File: config.mk
export PLATFORM = sky130hd
export DESIGN_NAME = char_lcd_nibble_command_sequencer_top
export DESIGN_NICKNAME = d
export VERILOG_FILES = /design/src/hdl/clns_pkg.sv /design/src/hdl/clns_front.sv /design/src/hdl/clns_queue.sv /design/src/hdl/clns_back.sv /design/src/hdl/char_lcd_nibble_command_sequencer_top.sv
export SDC_FILE = /design/constraint.sdc
export NUM_CORES = 1
export LEC_CHECK = 0
export ABC_CLOCK_PERIOD_IN_PS = 3800
export BUFFER_PORTS_ARGS = -buffer_cell sky130_fd_sc_hd__clkbuf_2
export CAP_MARGIN = 20
export CORE_ASPECT_RATIO = 0.75
export CORE_MARGIN = 4
export CORE_UTILIZATION = 59
export DETAILED_ROUTE_END_ITERATION = 8
export GPL_TIMING_DRIVEN = 0
export PLACE_DENSITY = 0.8
export SLEW_MARGIN = 5
export SYNTH_ARGS = -nofsm -noshare
export SYNTH_HDL_FRONTEND = slang
export SYNTH_SLANG_ARGS = --single-unit
export TNS_END_PERCENT = 20
File: constraint.sdc
create_clock -name clk -period 3.8 [get_ports clk]
set_clock_uncertainty 0.15 [all_clocks]
set_input_delay 0 -clock clk [delete_from_list [all_inputs] [get_ports clk]]
set_output_delay 0 -clock clk [all_outputs]
set_load 0.02 [all_outputs]
File: src/hdl/clns_pkg.sv
`default_nettype none
package clns_pkg;

	localparam int MaxLineCharsDefault = 64;
	localparam int QueueDepth = 2;
	localparam int InitNibbles = 12;

	localparam logic [2:0] LineCountReset = 3'd2;
	localparam logic [6:0] CharsPerLineReset = 7'd16;

	// configuration register indexes
	localparam logic REG_LINE_COUNT = 1'b0;
	localparam logic REG_CHARS_PER_LINE = 1'b1;

	typedef enum logic [3:0] {
		FN_INIT = 4'd0,
		FN_CLEAR = 4'd1,
		FN_CURSOR_OFF = 4'd2,
		FN_CURSOR_ON = 4'd3,
		FN_DISPLAY_OFF = 4'd4,
		FN_DISPLAY_ON = 4'd5,
		FN_GOTO = 4'd6,
		FN_WRITE = 4'd7,
		FN_WRAP_START = 4'd8,
		FN_WRAP_WRITE = 4'd9
	} func_t;

	typedef enum logic [1:0] {
		JOB_INIT,
		JOB_ONE,
		JOB_TWO
	} job_kind_t;

	// one queued job: up to two bytes, or the init sequence with b0 as function set
	typedef struct packed {
		job_kind_t kind;
		logic [7:0] b0;
		logic rs0;
		logic [7:0] b1;
		logic lw;
	} job_t;

	typedef struct packed {
		logic full;
		logic empty;
	} q_status_t;

	function automatic logic [7:0] line_address(input logic [5:0] col,
		input logic [2:0] line, input logic [2:0] lines);
		logic [7:0] a;
		if (lines == 3'd2) begin
			a = 8'h80 + {line[1:0], 6'b0} + {2'b0, col};
		end else if (lines == 3'd4) begin
			a = 8'h80 + {line[2:1], 6'b0} + (line[0] ? 8'd20 : 8'd0) + {2'b0, col};
		end else begin
			a = 8'h80 + {2'b0, col};
		end
		return a;
	endfunction

	// bare wake-up nibbles, then function set, entry mode, display on, clear
	function automatic logic [3:0] init_nibble(input logic [3:0] idx,
		input logic [7:0] fs);
		logic [3:0] n;
		unique case (idx)
			4'd0, 4'd1, 4'd2: n = 4'h3;
			4'd3: n = 4'h2;
			4'd4: n = fs[7:4];
			4'd5: n = fs[3:0];
			4'd6: n = 4'h0;
			4'd7: n = 4'h6;
			4'd8: n = 4'h0;
			4'd9: n = 4'hC;
			4'd10: n = 4'h0;
			4'd11: n = 4'h1;
			default: n = 4'h0;
		endcase
		return n;
	endfunction

endpackage
`default_nettype wire

File: src/hdl/clns_front.sv
`default_nettype none
module clns_front import clns_pkg::*; #(
	parameter int MAX_LINE_CHARS = MaxLineCharsDefault
) (
	input wire logic clk,
	input wire logic arst_n,
	input wire logic in_valid,
	output logic in_ready,
	input wire logic [3:0] func,
	input wire logic [7:0] char_code,
	input wire logic [5:0] column,
	input wire logic [1:0] row,
	input wire logic blink,
	input wire logic [2:0] line_count,
	input wire logic [6:0] chars_per_line,
	input wire q_status_t q_stat,
	output logic q_push,
	output job_t q_job
);

	logic cursor_shown_q;
	logic cursor_blinks_q;
	logic [5:0] wrap_column_q;
	logic [2:0] wrap_line_q;

	logic accept;
	logic known;
	logic [6:0] eff_width;
	logic [6:0] next_col;
	logic wraps;
	logic [2:0] next_line;
	logic [7:0] ctrl;

	assign in_ready = !q_stat.full;
	assign accept = in_valid && in_ready;
	assign q_push = accept && known;

	always_comb begin
		if (chars_per_line == 7'd0) begin
			eff_width = 7'd1;
		end else if (chars_per_line > 7'(MAX_LINE_CHARS)) begin
			eff_width = 7'(MAX_LINE_CHARS);
		end else begin
			eff_width = chars_per_line;
		end
	end

	assign next_col = {1'b0, wrap_column_q} + 7'd1;
	assign wraps = next_col >= eff_width;
	assign next_line = wrap_line_q + 3'd1;
	assign ctrl = {6'b0, cursor_shown_q, cursor_blinks_q};

	always_comb begin
		known = 1'b1;
		q_job.kind = JOB_ONE;
		q_job.b0 = 8'h00;
		q_job.rs0 = 1'b0;
		q_job.b1 = 8'h00;
		q_job.lw = 1'b0;
		unique case (func_t'(func))
			FN_INIT: begin
				q_job.kind = JOB_INIT;
				q_job.b0 = (line_count == 3'd2) ? 8'h28 : 8'h20;
			end
			FN_CLEAR: begin
				q_job.b0 = 8'h01;
				q_job.lw = 1'b1;
			end
			FN_CURSOR_OFF: q_job.b0 = 8'h0C;
			FN_CURSOR_ON: q_job.b0 = {7'b0000111, blink};
			FN_DISPLAY_OFF: q_job.b0 = 8'h08 | ctrl;
			FN_DISPLAY_ON: q_job.b0 = 8'h0C | ctrl;
			FN_GOTO: q_job.b0 = line_address(column, {1'b0, row}, line_count);
			FN_WRITE: begin
				q_job.b0 = char_code;
				q_job.rs0 = 1'b1;
			end
			FN_WRAP_START: q_job.b0 = line_address(6'd0, 3'd0, line_count);
			FN_WRAP_WRITE: begin
				q_job.b0 = char_code;
				q_job.rs0 = 1'b1;
				if (wraps) begin
					q_job.kind = JOB_TWO;
					q_job.b1 = line_address(6'd0, next_line, line_count);
				end
			end
			default: known = 1'b0;
		endcase
	end

	always_ff @(posedge clk or negedge arst_n) begin
		if (!arst_n) begin
			cursor_shown_q <= 1'b0;
			cursor_blinks_q <= 1'b0;
			wrap_column_q <= '0;
			wrap_line_q <= '0;
		end else if (q_push) begin
			unique case (func_t'(func))
				FN_INIT, FN_CURSOR_OFF: begin
					cursor_shown_q <= 1'b0;
					cursor_blinks_q <= 1'b0;
				end
				FN_CURSOR_ON: begin
					cursor_shown_q <= 1'b1;
					cursor_blinks_q <= blink;
				end
				FN_WRAP_START: begin
					wrap_column_q <= '0;
					wrap_line_q <= '0;
				end
				FN_WRAP_WRITE: begin
					if (wraps) begin
						wrap_column_q <= '0;
						wrap_line_q <= next_line;
					end else begin
						wrap_column_q <= next_col[5:0];
					end
				end
				default: ;
			endcase
		end
	end

endmodule
`default_nettype wire

File: src/hdl/clns_queue.sv
`default_nettype none
module clns_queue import clns_pkg::*; #(
	parameter int DEPTH = QueueDepth
) (
	input wire logic clk,
	input wire logic arst_n,
	input wire logic push,
	input wire job_t push_job,
	input wire logic pop,
	output job_t pop_job,
	output q_status_t stat
);

	localparam int PtrW = (DEPTH > 1) ? $clog2(DEPTH) : 1;
	localparam int CntW = $clog2(DEPTH + 1);

	job_t mem_q [DEPTH];
	logic [PtrW-1:0] wr_ptr_q;
	logic [PtrW-1:0] rd_ptr_q;
	logic [CntW-1:0] count_q;

	assign stat.full = count_q == CntW'(DEPTH);
	assign stat.empty = count_q == '0;
	assign pop_job = mem_q[rd_ptr_q];

	function automatic logic [PtrW-1:0] bump(input logic [PtrW-1:0] p);
		return (p == PtrW'(DEPTH - 1)) ? '0 : p + PtrW'(1);
	endfunction

	always_ff @(posedge clk) begin
		if (push) begin
			mem_q[wr_ptr_q] <= push_job;
		end
	end

	always_ff @(posedge clk or negedge arst_n) begin
		if (!arst_n) begin
			wr_ptr_q <= '0;
			rd_ptr_q <= '0;
			count_q <= '0;
		end else begin
			if (push) begin
				wr_ptr_q <= bump(wr_ptr_q);
			end
			if (pop) begin
				rd_ptr_q <= bump(rd_ptr_q);
			end
			if (push && !pop) begin
				count_q <= count_q + CntW'(1);
			end else if (pop && !push) begin
				count_q <= count_q - CntW'(1);
			end
		end
	end

endmodule
`default_nettype wire

File: src/hdl/clns_back.sv
`default_nettype none
module clns_back import clns_pkg::*; (
	input wire logic clk,
	input wire logic arst_n,
	input wire q_status_t q_stat,
	input wire job_t q_job,
	output logic q_pop,
	output logic out_valid,
	input wire logic out_ready,
	output logic [3:0] nibble,
	output logic reg_select,
	output logic long_wait,
	output logic last
);

	job_t cur_q;
	logic busy_q;
	logic [3:0] idx_q;
	logic out_valid_q;
	logic [3:0] nibble_q;
	logic rs_q;
	logic lw_q;
	logic last_q;

	logic adv;
	logic done;
	logic [3:0] n_nib;
	logic n_rs;
	logic n_lw;
	logic n_last;
	logic [7:0] byte_sel;

	always_comb begin
		n_nib = 4'h0;
		n_rs = 1'b0;
		n_lw = 1'b0;
		n_last = 1'b0;
		byte_sel = cur_q.b0;
		unique case (cur_q.kind)
			JOB_INIT: begin
				n_nib = init_nibble(idx_q, cur_q.b0);
				n_last = idx_q == 4'(InitNibbles - 1);
				n_lw = n_last;
			end
			JOB_ONE: begin
				n_nib = idx_q[0] ? cur_q.b0[3:0] : cur_q.b0[7:4];
				n_rs = cur_q.rs0;
				n_last = idx_q[0];
				n_lw = cur_q.lw && idx_q[0];
			end
			JOB_TWO: begin
				// character first, then the address of the next line
				byte_sel = idx_q[1] ? cur_q.b1 : cur_q.b0;
				n_nib = idx_q[0] ? byte_sel[3:0] : byte_sel[7:4];
				n_rs = idx_q[1] ? 1'b0 : cur_q.rs0;
				n_last = idx_q[1:0] == 2'd3;
			end
			default: ;
		endcase
	end

	assign adv = !out_valid_q || out_ready;
	assign done = adv && busy_q && n_last;
	assign q_pop = (!busy_q || done) && !q_stat.empty;

	always_ff @(posedge clk or negedge arst_n) begin
		if (!arst_n) begin
			busy_q <= 1'b0;
			idx_q <= '0;
			out_valid_q <= 1'b0;
		end else begin
			if (q_pop) begin
				busy_q <= 1'b1;
				idx_q <= '0;
			end else if (done) begin
				busy_q <= 1'b0;
			end else if (adv && busy_q) begin
				idx_q <= idx_q + 4'd1;
			end
			if (adv) begin
				out_valid_q <= busy_q;
			end
		end
	end

	always_ff @(posedge clk) begin
		if (q_pop) begin
			cur_q <= q_job;
		end
		if (adv && busy_q) begin
			nibble_q <= n_nib;
			rs_q <= n_rs;
			lw_q <= n_lw;
			last_q <= n_last;
		end
	end

	assign out_valid = out_valid_q;
	assign nibble = nibble_q;
	assign reg_select = rs_q;
	assign long_wait = lw_q;
	assign last = last_q;

endmodule
`default_nettype wire

File: src/hdl/char_lcd_nibble_command_sequencer_top.sv
// first nibble path: job queue, then job register, then nibble output register
// throughput: one nibble per cycle while out_ready is high; nibbles per request:
// init 12, wrapped line change 4, every other request 2, unused function codes none
// requests are taken every cycle while the two-entry job queue has room
// reset: async active low; line_count 2, chars_per_line 16, cursor and wrap state cleared
`default_nettype none
module char_lcd_nibble_command_sequencer_top import clns_pkg::*; #(
	parameter int MAX_LINE_CHARS = MaxLineCharsDefault
) (
	input wire logic clk,
	input wire logic arst_n,
	input wire logic in_valid,
	output logic in_ready,
	input wire logic [3:0] func,
	input wire logic [7:0] char_code,
	input wire logic [5:0] column,
	input wire logic [1:0] row,
	input wire logic blink,
	output logic out_valid,
	input wire logic out_ready,
	output logic [3:0] nibble,
	output logic reg_select,
	output logic long_wait,
	output logic last,
	input wire logic cfg_valid,
	output logic cfg_ready,
	input wire logic cfg_index,
	input wire logic [6:0] cfg_data
);

	logic [2:0] line_count_q;
	logic [6:0] chars_per_line_q;
	q_status_t q_stat;
	job_t push_job;
	job_t pop_job;
	logic q_push;
	logic q_pop;

	assign cfg_ready = 1'b1;

	always_ff @(posedge clk or negedge arst_n) begin
		if (!arst_n) begin
			line_count_q <= LineCountReset;
			chars_per_line_q <= CharsPerLineReset;
		end else if (cfg_valid && cfg_ready) begin
			unique case (cfg_index)
				REG_LINE_COUNT: line_count_q <= cfg_data[2:0];
				REG_CHARS_PER_LINE: chars_per_line_q <= cfg_data;
				default: ;
			endcase
		end
	end

	clns_front #(.MAX_LINE_CHARS(MAX_LINE_CHARS)) u_front (
		.clk(clk),
		.arst_n(arst_n),
		.in_valid(in_valid),
		.in_ready(in_ready),
		.func(func),
		.char_code(char_code),
		.column(column),
		.row(row),
		.blink(blink),
		.line_count(line_count_q),
		.chars_per_line(chars_per_line_q),
		.q_stat(q_stat),
		.q_push(q_push),
		.q_job(push_job)
	);

	clns_queue #(.DEPTH(QueueDepth)) u_queue (
		.clk(clk),
		.arst_n(arst_n),
		.push(q_push),
		.push_job(push_job),
		.pop(q_pop),
		.pop_job(pop_job),
		.stat(q_stat)
	);

	clns_back u_back (
		.clk(clk),
		.arst_n(arst_n),
		.q_stat(q_stat),
		.q_job(pop_job),
		.q_pop(q_pop),
		.out_valid(out_valid),
		.out_ready(out_ready),
		.nibble(nibble),
		.reg_select(reg_select),
		.long_wait(long_wait),
		.last(last)
	);

	a_lw_on_last_cmd: assert property (@(posedge clk) disable iff (!arst_n)
		out_valid && long_wait |-> last && !reg_select)
		else $error("long wait flag outside last command nibble");

	a_no_push_full: assert property (@(posedge clk) disable iff (!arst_n)
		q_push |-> !q_stat.full)
		else $error("job pushed into full queue");

	a_no_pop_empty: assert property (@(posedge clk) disable iff (!arst_n)
		q_pop |-> !q_stat.empty)
		else $error("job popped from empty queue");

endmodule
`default_nettype wire
# --- Word-level counts from Yosys, hierarchy flattened ---
# Memory sizes are Yosys's and may differ from the RTL's. A register that Yosys moved wholly into a read port is not among the register bits.
# Cells that the tools add are included.
op_classes:
  n_addsub: 16
  n_lt_le_gt_ge: 2
  eq_ne: 25
  muxes: 43
  bitwise: 1
  reduce_logical: 36
op_table:
  columns: ["op", "n"]
  rows:
  - ["$pmux 8 s9", 1]
  - ["$mux 8", 7]
  - ["$eq 4x3->1 const B", 7]
  - ["$pmux 4 s7", 1]
  - ["$add 8x8->8 const A", 3]
  - ["$mux 4", 6]
  - ["$add 8x6->8", 2]
  - ["$add 8x8->8", 2]
  - ["$eq 4x2->1 const B", 4]
  - ["$eq 4x4->1 const B", 4]
  - ["$mux 7", 2]
  - ["$pmux 4 s3", 1]
  - ["$pmux 6 s2", 1]
  - ["$mux 1", 10]
  - ["$mux 5", 2]
  - ["$reduce_and 2->1", 5]
  - ["$reduce_bool 2->1", 5]
  - ["$reduce_or 10->1", 1]
  - ["$add 8x6->8 const A", 1]
  - ["$add 8x7->8 const A", 1]
  - ["$eq 4x1->1 const B", 2]
  - ["$logic_and 1x1->1", 8]
  - ["$logic_not 4->1", 2]
  - ["$pmux 1 s2", 4]
  - ["28 further kinds", 41]
word_totals:
  reg_bits: 38
  ramBits: 40
  out_inout_bits: 10
  n_memories: 1
mem_list:
  columns: ["memory", "depth", "width", "read_ports", "rd_clocked_by_memory_dff", "write_ports", "line_no", "text"]
  rows:
  - ["u_queue.mem_q", 2, 20, 1, 1, 1, "clns_queue.sv:17", "job_t mem_q [DEPTH];"]

# --- Logic depth before layout (Yosys ltp) ---
logic_depth:
  depth_word: 9
  depth_mapped: 11

# --- Hierarchy ---
# Synthesis repeated with hierarchy kept, for this count alone.
hier_totals:
  hier_cells: 424
  hier_area_um2: 5228.8
modules_own_cells:
  columns: ["mod", "n_inst", "cells_per_inst", "area_each_um2", "seq_area_each_um2"]
  rows:
  - ["clns_back", 1, 146, 1730.4, 960.9]
  - ["clns_queue", 1, 78, 1707.9, 1301.2]
  - ["clns_front", 1, 176, 1401.3, 275.3]
  - ["char_lcd_nibble_command_sequencer_top", 1, 24, 389.1, 252.7]

# --- Worst setup path before layout ---
# OpenSTA, ideal clock, no wires.
synth_timing:
  path_kind: "register to register"
  start: "register, netlist name u_back.cur_q[19]"
  end: "register u_queue.count_q[1]"
  setup_ns: 0.079
  arrival_time_ns: 2.318
  path_slack_ns: 1.253
  path_stages_with_launch: 12
  path_buffers: 0
  path_cell_list: "edfxtp_1 -> inv_1 -> ha_1 -> nand2_4 -> a221oi_4 -> nand2_4 -> a21oi_4 -> inv_1 -> ha_1 -> xor2_1 -> nor2_1 -> xor2_1"
synth_between:
  elab_chain_cells: 8
  word_cells_on_any_way: 12
  classes_between: "eq/ne (2); mux (2); reduce/logical (8)"
synth_rtl:
  columns: ["item", "line_no", "text"]
  rows:
  - ["$eq 2x2->1 (tied with other cells)", null, null]
  - ["$pmux 1 s3 *", "clns_back.sv:39", "unique case (cur_q.kind)"]
  - ["via u_back.n_last", "clns_back.sv:30", "logic n_last;"]
  - ["$logic_and 1x1->1 *", "clns_back.sv:63", "assign done = adv && busy_q && n_last;"]
  - ["$logic_or 1x1->1 *", "clns_back.sv:64", "assign q_pop = (!busy_q || done) && !q_stat.empty;"]
  - ["$logic_and 1x1->1 *", "clns_back.sv:64", null]
  - ["via q_pop", "char_lcd_nibble_command_sequencer_top.sv:37", "logic q_pop;"]
  - ["$logic_not 1->1", "clns_queue.sv:48", "if (push && !pop) begin"]
  - ["$logic_and 1x1->1", "clns_queue.sv:48", null]
  - ["$mux 2 / $reduce_bool 2->1 (equally long branches)", null, null]
  - ["to (signal assigned)", "clns_queue.sv:49", "count_q <= count_q + CntW'(1);"]
  - ["to (signal assigned)", "clns_queue.sv:51", "count_q <= count_q - CntW'(1);"]
  - ["to (decl)", "clns_queue.sv:20", "logic [CntW-1:0] count_q;"]
# Mark *: on every way through the listed nets, which the timed path passes. The rest lies on a longest branch.
# A chain may end at the register's enable or synchronous reset.

# --- Worst setup path in the final report ---
layout_timing:
  start: "register, netlist name u_back.cur_q[19]"
  end: "register u_queue.count_q[1]"
layout_between:
  elab_chain_cells: 8
  word_cells_on_any_way: 12
  classes_between: "eq/ne (2); mux (2); reduce/logical (8)"
layout_rtl:
  columns: ["item", "line_no"]
  rows:
  - ["$eq 2x2->1 (tied with other cells)", null]
  - ["$pmux 1 s3 *", "clns_back.sv:39"]
  - ["via u_back.n_last", "clns_back.sv:30"]
  - ["$logic_and 1x1->1 *", "clns_back.sv:63"]
  - ["$logic_or 1x1->1 *", "clns_back.sv:64"]
  - ["$logic_and 1x1->1 *", "clns_back.sv:64"]
  - ["via q_pop", "char_lcd_nibble_command_sequencer_top.sv:37"]
  - ["$logic_not 1->1", "clns_queue.sv:48"]
  - ["$logic_and 1x1->1", "clns_queue.sv:48"]
  - ["$mux 2 / $reduce_bool 2->1 (equally long branches)", null]
# Marks and branches as above.

==> flow_summary.json <==
{
  "finalSetupViolations": 0,
  "grt_pass1_vias": 3340,
  "ys_ff_latch": 83,
  "r2r_cells": 10,
  "p_per_area_nw_per_um2": 502.6,
  "gp_congestion": 0.8474,
  "ys_types": 59,
  "worstSetupStartpointType": "flip-flop",
  "leakage_nw": 2.178,
  "tritoncts": "yes",
  "period_needed_ns": 2.824,
  "critPathCaptureType": "flip-flop",
  "synthFlopType": "edfxtp_1",
  "slew_viol_final": 0,
  "synth_top_area_cell": "edfxtp_1",
  "hpwl_microns": 6576,
  "diodes": 0,
  "worstHoldPathCells": 3,
  "hp-class": "in2reg",
  "pin_count": 44,
  "synth_edf_count": 52,
  "grt_setup_unrepaired": "no",
  "yosysMostFrequentCell": "edfxtp_1",
  "cts_buffer_depth": 2,
  "cp_num_buf_inv": 2,
  "syn_avg_cell_area_sq_um": 11.69,
  "gr-total-overflow": 0,
  "tightestPinTransition_ns": 0.7596,
  "route.detailed.wl_per_inst_microns": 16.78,
  "grt_pass1_wl_microns": 16080,
  "cts_buffers": 9,
  "async_flop_share": 0.3735,
  "status": "completed",
  "grt_max_degree": 32,
  "synth.area.top_cells": "edfxtp_1, dfrtp_1, mux2_2",
  "die_width_microns": 107.7,
  "vdd_drop_max_mv": 0.2918,
  "period_share": 0.7432,
  "portBuffers": 42,
  "first_pass_iters": 4,
  "ant_nets": 0,
  "antenna_found_initial": 0,
  "syn-num-nets": 431,
  "min_from": "column[5]",
  "synth_area_sq_um": 4397,
  "hold-worst-slack_ns": 0.01666,
  "htree_levels": 3,
  "cts_root_buf": "clkbuf_8",
  "drc": 0,
  "max_cap_violations": 0,
  "start_util": 0.6257,
  "crit_type": "reg2reg",
  "path_clk_slew_ns": 0.08,
  "wirelength_microns": 9399,
  "whs_endpoint": "u_queue.mem_q[1][15]$_DFFE_PP_",
  "r2r_setup_slack_ns": 0.98,
  "slowest_delay_ns": 0.48,
  "clk_latency_ns": 0.35,
  "nets": 512,
  "core_sq_um": 7027,
  "die_h_microns": 82.76,
  "vias_per_cell": 5.793,
  "reg2reg_to": "u_queue.count_q[1]$_DFFE_PN0P_",
  "num_rows": 26,
  "postSynthCellCount": 376,
  "die_area_sq_um": 8912,
  "ys_seq_area_frac": 0.5322,
  "synth_common_cells": "edfxtp_1, nand2_1, dfrtp_1",
  "worstPathRequired_ns": 3.92,
  "tns_ns": 0,
  "drt_iter0_drc": 191,
  "grt.total_usage": 0.2359,
  "cts_sinks": 83,
  "yosys.area.top_type_share": 0.3552,
  "cp.arrival_ns": 2.95,
  "cp.depth": 10,
  "area_growth_pct": 17.99,
  "hold_viol_final": 0,
  "fmax_ghz": 0.3541,
  "relSlewSlack": 0.4936,
  "cpLargestDelayFamily": "compound AO/OA/AOI/OAI gates",
  "rr_startpoint": "u_back.cur_q[19]$_DFFE_PP_",
  "crit_fanout": 17,
  "worstPathCellList": "inv_1 -> ha_1 -> a21oi_2 -> a221oi_4 -> nand2_4 -> a21oi_4 -> inv_1 -> ha_1 -> nor2_1 -> xor2_1",
  "vias": 3244,
  "cts-resized-gates": 0,
  "critPathSlowestCell": "a21oi_4",
  "drive_gt1_frac": 0.2316,
  "yosysWarnings": 0
}
-- metrics by stage --
stage          std cells  area (sq um)  utilization  worst slack (ns)  power (mW)
5_1_grt              560          5187       0.7382            0.7477       2.779
6_report             560          5187       0.7382            0.9759       2.607
4_1_cts              560          5187       0.7382            0.9652       2.607
3_5_place_dp         517          4741       0.6747             1.007       2.024
3_3_place_gp         516          4730       0.6731             1.034       1.989
2_1_floorplan        376          4397            -             1.253       1.808
-- state kept, by name, summed over array words and instances (netlist names), 2 cells and up --
signal	flops
chars_per_line_q	7
line_count_q	3
u_back.cur_q	15
u_back.idx_q	4
u_back.nibble	4
u_front.wrap_column_q	6
u_front.wrap_line_q	3
u_queue.count_q	2
u_queue.mem_q	30
-- layout make-up --
type	count	area (sq um)
sequential	83	2340
clock buffer	9	123.9
inverter	14	52.55
multi-input combinational	268	1944
buffer	11	60.06
tap	98	122.6
fill	502	1839
timing repair buffer	70	491.7
clock inverter	7	52.55
-- report_power, final --
part	switching (mW)	internal (mW)	total (mW)
Clock	0.319	0.241	0.560
Sequential	0.0894	1.14	1.23
Combinational	0.469	0.345	0.814
-- how the worst max path moves through the flow --
stage | to | slack (ns) | start
after floorplan | u_queue.count_q[1]$_DFFE_PN0P_ | 1.25 | u_back.cur_q[19]$_DFFE_PP_
after global placement | u_queue.mem_q[0][13]$_DFFE_PP_ | 1.03 | u_queue.count_q[0]$_DFFE_PN0P_
after detailed placement | u_queue.count_q[1]$_DFFE_PN0P_ | 1.01 | u_back.cur_q[19]$_DFFE_PP_
after CTS | u_queue.count_q[1]$_DFFE_PN0P_ | 0.97 | u_back.cur_q[19]$_DFFE_PP_
after global routing | u_queue.count_q[1]$_DFFE_PN0P_ | 0.75 | u_back.cur_q[19]$_DFFE_PP_
final | u_queue.count_q[1]$_DFFE_PN0P_ | 0.98 | u_back.cur_q[19]$_DFFE_PP_
-- kinds of logic after synthesis --
logic type | share of synthesized area
other | 0.0008529
DFF | 0.5322
AOI/OAI and AO/OA | 0.1434
xor gates and xnor gates | 0.02960
muxes | 0.07769
buffers and inverters | 0.02561
adders and majority gates | 0.05976
and+or+nand+nor | 0.1309
-- worst register-to-register path: stages, from the launching register on --
cell      delay (ns)
edfxtp_1        0.43
inv_1           0.10
ha_1            0.28
a21oi_2         0.11
a221oi_4        0.39
nand2_4         0.10
a21oi_4         0.49
inv_1           0.10
ha_1            0.32
nor2_1          0.14
xor2_1          0.15
-- repair_timing --
| item | 4_1_cts | 5_1_grt |
|---|---|---|
| buffers inserted | 0 | 0 |
| endpoints found under the hold margin | 70 | 0 |
| hold buffers | 27 | 0 |
-- cells in the final DEF (no fill, tap or decap), types with 3 or more instances in the layout --
cell | Yosys | routed
mux2i_1 | 6 | 6
xnor2_1 | 7 | 7
clkbuf_1 | 5 | 5
a21o_1 | 6 | 6
ha_1 | 21 | 21
o21ai_0 | 24 | 24
nand2b_1 | 7 | 7
a21oi_1 | 18 | 18
xor2_1 | 6 | 6
o31ai_1 | 3 | 3
a22oi_1 | 4 | 4
nor3_1 | 5 | 5
a31oi_1 | 3 | 3
edfxtp_1 | 52 | 52
o21ai_1 | 3 | 3
dlygate4sd3_1 | 0 | 27
a22o_1 | 6 | 6
buf_2 | 3 | 3
clkbuf_8 | 0 | 9
nor2b_1 | 10 | 10
nand2_1 | 36 | 36
dfrtp_1 | 29 | 29
a32oi_1 | 3 | 3
and3_1 | 6 | 6
nor2_1 | 20 | 20
mux2_2 | 25 | 25
and2_1 | 3 | 3
clkbuf_2 | 0 | 42
o211ai_1 | 3 | 3
inv_1 | 13 | 13
nand4_1 | 4 | 4
nand3_1 | 6 | 6
-- metal layers --
metal / vias to the layer above / GRT usage / part of all wire
met2: 113 / 0.4088 / 0.50
met4: 0 / 0.09458 / 0.023
met3: 25 / 0.06993 / 0.058
met1: 1543 / 0.2798 / 0.42
li1: 1563 / - / -
met5: - / 0 / 0
(Power assumes the default switching activity.)
